**config.mk**
```make
export PLATFORM = sky130hd
export DESIGN_NAME = sis_step
export DESIGN_NICKNAME = d
export VERILOG_FILES = /design/src/sv/sis_pkg.sv /design/src/sv/sis_step.sv
export SDC_FILE = /design/constraint.sdc
export NUM_CORES = 1
export LEC_CHECK = 0
export BUFFER_PORTS_ARGS = -buffer_cell sky130_fd_sc_hd__buf_2
export CORE_AREA = 2 2 332 334
export DETAILED_ROUTE_END_ITERATION = 10
export DIE_AREA = 0 0 334 336
export PLACE_DENSITY = 0.49
export SLEW_MARGIN = 20
export SYNTH_ARGS = -nofsm -noshare
export SYNTH_HDL_FRONTEND = slang
export SYNTH_SLANG_ARGS = --single-unit
```
**constraint.sdc**
```tcl
create_clock -name vclk -period 13.8
set_clock_uncertainty 0.15 [all_clocks]
set_input_delay 1.38 -clock vclk [all_inputs]
set_output_delay 1.38 -clock vclk [all_outputs]
set_load 0.05 [all_outputs]
```
**src/sv/sis_pkg.sv**
```systemverilog
// Package of the segment interpolation stepper: request and response types,
// operation and field codes, table row layout and parameter defaults. No dependencies.
package sis_pkg;

    // Field widths of the request and response.
    localparam int VAL_W  = 32;
    localparam int SEG_W  = 10;
    localparam int OP_W   = 2;
    localparam int FSEL_W = 4;
    localparam int LANES  = 4;

    // Parameter defaults.
    localparam int SEGMENTS_DEFAULT   = 1024;
    localparam int POS_FRAC_DEFAULT   = 8;
    localparam int VALUE_FRAC_DEFAULT = 8;

    // The pointer is ten bits wide, so at most this many segments are live.
    localparam int PTR_LIMIT = 1024;

    // Operation codes.
    localparam logic [OP_W-1:0] OP_ADVANCE = 2'd0;
    localparam logic [OP_W-1:0] OP_WRITE   = 2'd1;
    localparam logic [OP_W-1:0] OP_SEEK    = 2'd2;

    // Field select codes; each value group is ordered left margin, right margin,
    // left depth, right depth.
    localparam logic [FSEL_W-1:0] F_START  = 4'd0;
    localparam logic [FSEL_W-1:0] F_END    = 4'd1;
    localparam logic [FSEL_W-1:0] F_COUNT  = 4'd14;

    // Layout of the row memory, which holds every field but the start sample.
    localparam int ROW_FIELDS = 13;
    localparam int ROW_SEL_W  = 4;
    localparam int R_END  = 0;
    localparam int R_SVAL = 1;
    localparam int R_EVAL = 5;
    localparam int R_STEP = 9;

    typedef logic [LANES-1:0][VAL_W-1:0] acc_t;

    typedef struct packed {
        logic [OP_W-1:0]          operation;
        logic signed [VAL_W-1:0]  delta;
        logic [SEG_W-1:0]         segment_index;
        logic [FSEL_W-1:0]        field_select;
        logic signed [VAL_W-1:0]  field_value;
    } cmd_t;

    typedef struct packed {
        logic signed [VAL_W-1:0]  position;
        logic [SEG_W-1:0]         current_segment;
        logic signed [VAL_W-1:0]  left_margin;
        logic signed [VAL_W-1:0]  right_margin;
        logic signed [VAL_W-1:0]  left_depth;
        logic signed [VAL_W-1:0]  right_depth;
    } rsp_t;

    // Segment fields read from the table for one request.
    typedef struct packed {
        logic signed [VAL_W-1:0]  first_sample;
        logic signed [VAL_W-1:0]  last_sample;
        logic signed [VAL_W-1:0]  next_start;
        acc_t                     start_val;
        acc_t                     end_val;
        acc_t                     step;
    } seg_data_t;

endpackage

```
**src/sv/sis_step.sv**
```systemverilog
// Update logic of the stepper: from the held state, the request and the segment
// fields read from the table it forms the next position, pointer and accumulators.
// Depends on sis_pkg.
module sis_step #(
    parameter int SEGMENTS               = sis_pkg::SEGMENTS_DEFAULT,
    parameter int POSITION_FRACTION_BITS = sis_pkg::POS_FRAC_DEFAULT,
    parameter int VALUE_FRACTION_BITS    = sis_pkg::VALUE_FRAC_DEFAULT,
    localparam int LIVE = (SEGMENTS < sis_pkg::PTR_LIMIT) ? SEGMENTS : sis_pkg::PTR_LIMIT,
    localparam int ADDR_W = $clog2(LIVE)
) (
    input  logic [sis_pkg::OP_W-1:0]         op,
    input  logic signed [sis_pkg::VAL_W-1:0] delta,
    input  logic [ADDR_W-1:0]                seek_seg,
    input  logic                             tracking,
    input  logic signed [sis_pkg::VAL_W-1:0] pos,
    input  logic [ADDR_W-1:0]                ptr,
    input  sis_pkg::acc_t                    acc,
    input  sis_pkg::seg_data_t               seg,
    output logic signed [sis_pkg::VAL_W-1:0] pos_next,
    output logic [ADDR_W-1:0]                ptr_next,
    output sis_pkg::acc_t                    acc_next
);

    logic signed [sis_pkg::VAL_W-1:0] pos_sum;
    logic signed [sis_pkg::VAL_W-1:0] old_s;
    logic signed [sis_pkg::VAL_W-1:0] new_s;
    logic [ADDR_W:0]                  ptr_inc;
    logic                             has_next;

    // Integer samples before and after the move, and the successor check.
    assign pos_sum  = pos + delta;
    assign old_s    = pos >>> POSITION_FRACTION_BITS;
    assign new_s    = pos_sum >>> POSITION_FRACTION_BITS;
    assign ptr_inc  = {1'b0, ptr} + (ADDR_W + 1)'(1);
    assign has_next = ptr_inc < (ADDR_W + 1)'(LIVE);

    // Decode the operation and apply the segment rules.
    always_comb
    begin
        pos_next = pos;
        ptr_next = ptr;
        acc_next = acc;
        unique case (op)
            sis_pkg::OP_ADVANCE:
            begin
                pos_next = pos_sum;
                if (tracking && (new_s != old_s))
                begin
                    if (delta > 32'sd0)
                    begin
                        // Forward: hop to the next segment, snap to end values, or step.
                        if (new_s > seg.last_sample)
                        begin
                            if (has_next && (new_s == seg.next_start))
                            begin
                                ptr_next = ptr_inc[ADDR_W-1:0];
                            end
                        end
                        else if (new_s == seg.last_sample)
                        begin
                            for (int k = 0; k < sis_pkg::LANES; k++)
                            begin
                                acc_next[k] = seg.end_val[k] << VALUE_FRACTION_BITS;
                            end
                        end
                        else
                        begin
                            for (int k = 0; k < sis_pkg::LANES; k++)
                            begin
                                acc_next[k] = acc[k] + seg.step[k];
                            end
                        end
                    end
                    else if (delta < 32'sd0)
                    begin
                        // Backward: nothing at or past the end sample.
                        if (new_s < seg.last_sample)
                        begin
                            if (new_s > seg.first_sample)
                            begin
                                for (int k = 0; k < sis_pkg::LANES; k++)
                                begin
                                    acc_next[k] = acc[k] - seg.step[k];
                                end
                            end
                            else if (new_s != seg.first_sample)
                            begin
                                if (ptr != '0)
                                begin
                                    ptr_next = ptr - ADDR_W'(1);
                                end
                            end
                            else
                            begin
                                for (int k = 0; k < sis_pkg::LANES; k++)
                                begin
                                    acc_next[k] = seg.start_val[k] << VALUE_FRACTION_BITS;
                                end
                            end
                        end
                    end
                end
            end
            sis_pkg::OP_SEEK:
            begin
                pos_next = delta;
                ptr_next = seek_seg;
                for (int k = 0; k < sis_pkg::LANES; k++)
                begin
                    acc_next[k] = seg.start_val[k] << VALUE_FRACTION_BITS;
                end
            end
            default:
            begin
                // Table writes and the unused code leave the state alone.
                pos_next = pos;
            end
        endcase
    end

endmodule

```
# Word level (Yosys, flattened, before mapping)
# Index checks and enable logic that the tools add are counted.
[totals] regBits=0 input_bits=695 output_inout_bits=170 wordCells=46
[classes] add_sub_neg=11 magnitude_cmp=6 eq_ne=5 n_mux=20 reduce_logical=4
[ops] cell="2-to-1 mux 128 bit" count=8
[ops] cell="case mux 128 bit (2 select lines)" count=1
[ops] cell="adder 32 bit" count=5
[ops] cell="subtractor 32 bit" count=4
[ops] cell="2-to-1 mux 10 bit" count=9
[ops] cell="== test 24 x 32 -> 1 bit" count=2
[ops] cell="> comparator 24 x 32 -> 1 bit" count=2
[ops] cell="case mux 32 bit (2 select lines)" count=1
[ops] cell="> comparator 32 x 1 -> 1 bit (second input constant)" count=1
[ops] cell="less-than comparator 24 x 32 -> 1 bit" count=1
[ops] cell="less-than comparator 32 x 1 -> 1 bit (second input constant)" count=1
[ops] cell="!= test 24 x 32 -> 1 bit" count=1
[ops] cell="!= test 24 bit" count=1
[ops] cell="case mux 10 bit (2 select lines)" count=1
[ops] cell="adder 10 x 1 -> 11 bit (second input constant)" count=1
[ops] cell="less-than comparator 11 bit (second input constant)" count=1
[ops] cell="nonzero test 10 bit" count=1
[ops] cell="subtractor 10 x 1 -> 10 bit (second input constant)" count=1
[ops] cell="== test 2 bit (second input constant)" count=1
[ops] cell="logical AND 1 bit" count=2
[ops] cell="logical NOT 2 bit" count=1

# Logic depth before layout (Yosys ltp)
[logic_depth] word_depth=9 ltp_mapped=26 ltp_nobuf=24

# Worst setup path before layout
# No wires, ideal clock.
[synth_path] path_type="input to output" start="in delta[12] (netlist name)" end="out acc_next[37] (netlist name)" t_arrival_ps=8722 required_ps=12270 slack_ps=3548 cell_stages=22 path_buffers=4 path_cell_list="ha_1 buf_4 a21oi_1 o21ai_0 nor2_2 a31oi_4 a211o_1 a31o_2 a211oi_1 ha_1 a21o_1 a21o_1 a21o_1 a211oi_1 o21ai_0 nor4_1 or2_2 clkbuf_1 clkbuf_1 buf_1 o21ai_0 a2111oi_1"
[synth_rtl] item="start, declared" line="sis_step.sv:12" text="input logic signed [sis_pkg::VAL_W-1:0] delta,"
[synth_rtl] item="end, declared" line="sis_step.sv:21" text="output sis_pkg::acc_t acc_next"

==> impl_metrics.tcl <==
set metrics [dict create \
    globalRoute.totalOverflow 0 \
    final.fill_count 12515 \
    initial_utilization_pct 23.4 \
    number_of_buffers_added_to_fix_hold_violations_after_cts 0 \
    design_power_total_mw 2.13 \
    hold_violations 0 \
    drtIter0Drc 3616 \
    n_clock_buffer 0 \
    timing.final.crit_share_pct 86.5 \
    setup_ws_ns 1.86 \
    slew-limit-headroom_pct 15.8 \
    grt_start_max_net_pins 72 \
    vias 34952 \
    num-nets-final 5679 \
    status "complete, no violations" \
    power_per_cell_area_nw_per_um2 68.9 \
    max_vdd_drop_mv 0.0432 \
    finalInstanceArea_um2 30900 \
    grtUsageTotal_pct 28.5 \
    drt_wl_total_mm 171 \
    mappedNetlistArea_um2 25400 \
    maxClockFrequency_ghz 0.0837 \
    net_count_synth 5068 \
    detail-route-antenna-nets 0 \
    antenna_found_initial 54 \
    rsz0062_at_grt "no" \
    cp_top_family "compound AO/OA/AOI/OAI gates" \
    detailedPlacementHpwl_mm 136 \
    routed_via_density 5.76 \
    synth.yosys.seq_area_share_pct 0 \
    post_synth_inst_count 4019 \
    drive_above_1_share_pct 20.9 \
    cts_resized 0 \
    dieArea_um2 112000 \
    critPathBufInv 6 \
    final.setup.tns_ns 0 \
    seq_area_um2 0 \
    hold_ws_ns 3.03 \
    critical_path.startpoint_type "input pin" \
    synth.lib_cells_used.distinct 108 \
    critical-path-max-stage-delay_ns 1.05 \
    cp.arrival_ns 10.41 \
    ios 865 \
    first_global_vias 33107 \
    syn2layout_area_growth_pct 21.7 \
    synth_warnings 0 \
    cts_post_setup_buffers_inserted 0 \
    worst-slew-pin-transition_ns 1.25 \
    gp_congestion 0.951 \
    buffer_ports.inserted 801 \
    critical-path-slowest-cell "sky130_fd_sc_hd__nor2_4" \
    crit_chain "buf_2, ha_1, inv_1, o31ai_2, a21boi_0, o31ai_1, o21ai_1, o211ai_1, inv_1, ha_1, nand4_1, nor4_1, o41a_1, o21bai_1, a21oi_4, buf_4, nor2_1, a21oi_2, buf_4, nand2_1, nor2_4, o22ai_1, o21ai_0, buf_2" \
    crit_path_max_fanout 25 \
    coreArea_um2 108000 \
    route.detailed.drc 0 \
    final-instance-count-excl-fill 6071 \
    final_core_util_pct 28.5 \
    final-max-slew-violation-count 0 \
    num_rows 121 \
    finalWorstPathRequiredPeriod_ns 11.94 \
    dpl_cell_area_um2 30800 \
    max_cap_violations 0 \
    die_height_um 336 \
    die_width_um 334 \
    routed_wire_length_per_instance_um 28.1 \
    timing.setup.critical_path_class "in2out" \
    grt_pass1_wl_mm 237 \
    dp_cells 6042 \
    hold_class "in2out" \
    post_synth.cell_area_avg_um2 6.32 \
    crit_required_ns 12.27 \
    endpoint_kind "primary output" \
    first_pass_iters 6 \
    preCtsSetupSlack_ns 2.07 \
    leakage_nw 14.3 \
    design.seq.count 0 \
    final-setup-viol-count 0 \
]
## per-layer routing
metal	global-route usage [%]	vias up	part of all wire, %
met4	10.2	24	4.0
met3	3.41	369	7.2
met2	48.2	1785	46
met1	37.2	16803	42
li1	-	15971	-
met5	0	-	0.098
## cell usage after synthesis, drive strengths merged (37+ instances only)
cell type,instances,area [um^2]
a21oi,402,2020
nor2b,50,313
nand2,296,1120
o21a,43,323
nand4,42,263
or3,37,231
o21bai,42,315
o21ai,324,1640
nor3,118,601
buf,53,267
a211oi,78,591
xnor2,169,1490
a31oi,42,278
nor2,437,1650
a21o,74,556
clkbuf,203,762
nand3,87,435
nand2b,46,288
o22ai,148,938
mux2i,49,490
ha,345,4320
inv,315,1180
xor2,68,596
## area by class of cell
class / instances / area [um^2] / area share (%)
Timing Repair Buffer: 865 / 4490 / 14.5
Antenna cell: 29 / 72.6 / 0.235
Multi-Input combinational cell: 3446 / 23400 / 75.6
Inverter: 317 / 1190 / 3.86
Tap cell: 1414 / 1770 / 5.73
## path summary, 6_finish.rpt
kind,start,to,cells past startpoint
max,pos[25],acc_next[84],24
min,seg[293],acc_next[45],4
## cells by family (layout without fill, tap and decap cells)
group	count (synthesis)	after routing	synth area share, %
mux	55	55	2.20
other cells	0	29	0
xor+xnor	245	245	8.92
simple gates	1286	1286	24.0
compound gates	1506	1506	38.4
fa+ha+maj	354	354	17.7
buf+inv	573	1182	8.74
## layout by cell type (no fill, tap or decap), types with 34 or more instances in the layout
cell type,count
sky130_fd_sc_hd__xor2_1,68
sky130_fd_sc_hd__xnor2_1,168
sky130_fd_sc_hd__mux2i_1,49
sky130_fd_sc_hd__o21bai_1,42
sky130_fd_sc_hd__nand2_1,290
sky130_fd_sc_hd__a22oi_1,34
sky130_fd_sc_hd__a21oi_1,396
sky130_fd_sc_hd__a21o_1,74
sky130_fd_sc_hd__nor4_1,34
sky130_fd_sc_hd__inv_1,313
sky130_fd_sc_hd__nor2_1,424
sky130_fd_sc_hd__or3_1,37
sky130_fd_sc_hd__o22ai_1,146
sky130_fd_sc_hd__o21ai_0,304
sky130_fd_sc_hd__a211oi_1,76
sky130_fd_sc_hd__nand4_1,42
sky130_fd_sc_hd__nor3_1,115
sky130_fd_sc_hd__o21a_1,43
sky130_fd_sc_hd__ha_1,345
sky130_fd_sc_hd__buf_4,66
sky130_fd_sc_hd__a31oi_1,41
sky130_fd_sc_hd__nand3_1,85
sky130_fd_sc_hd__nor2b_1,50
sky130_fd_sc_hd__buf_2,799
sky130_fd_sc_hd__nand2b_1,46
## where the power goes
| part | switching [mW] | internal [mW] |
|---|---|---|
| clock | 0 | 0.000000157 |
| combinational | 1.45 | 0.679 |
| sequential | 0 | 0 |
| total | 1.45 | 0.679 |
No activity file was read; power rests on OpenSTA's default activity.
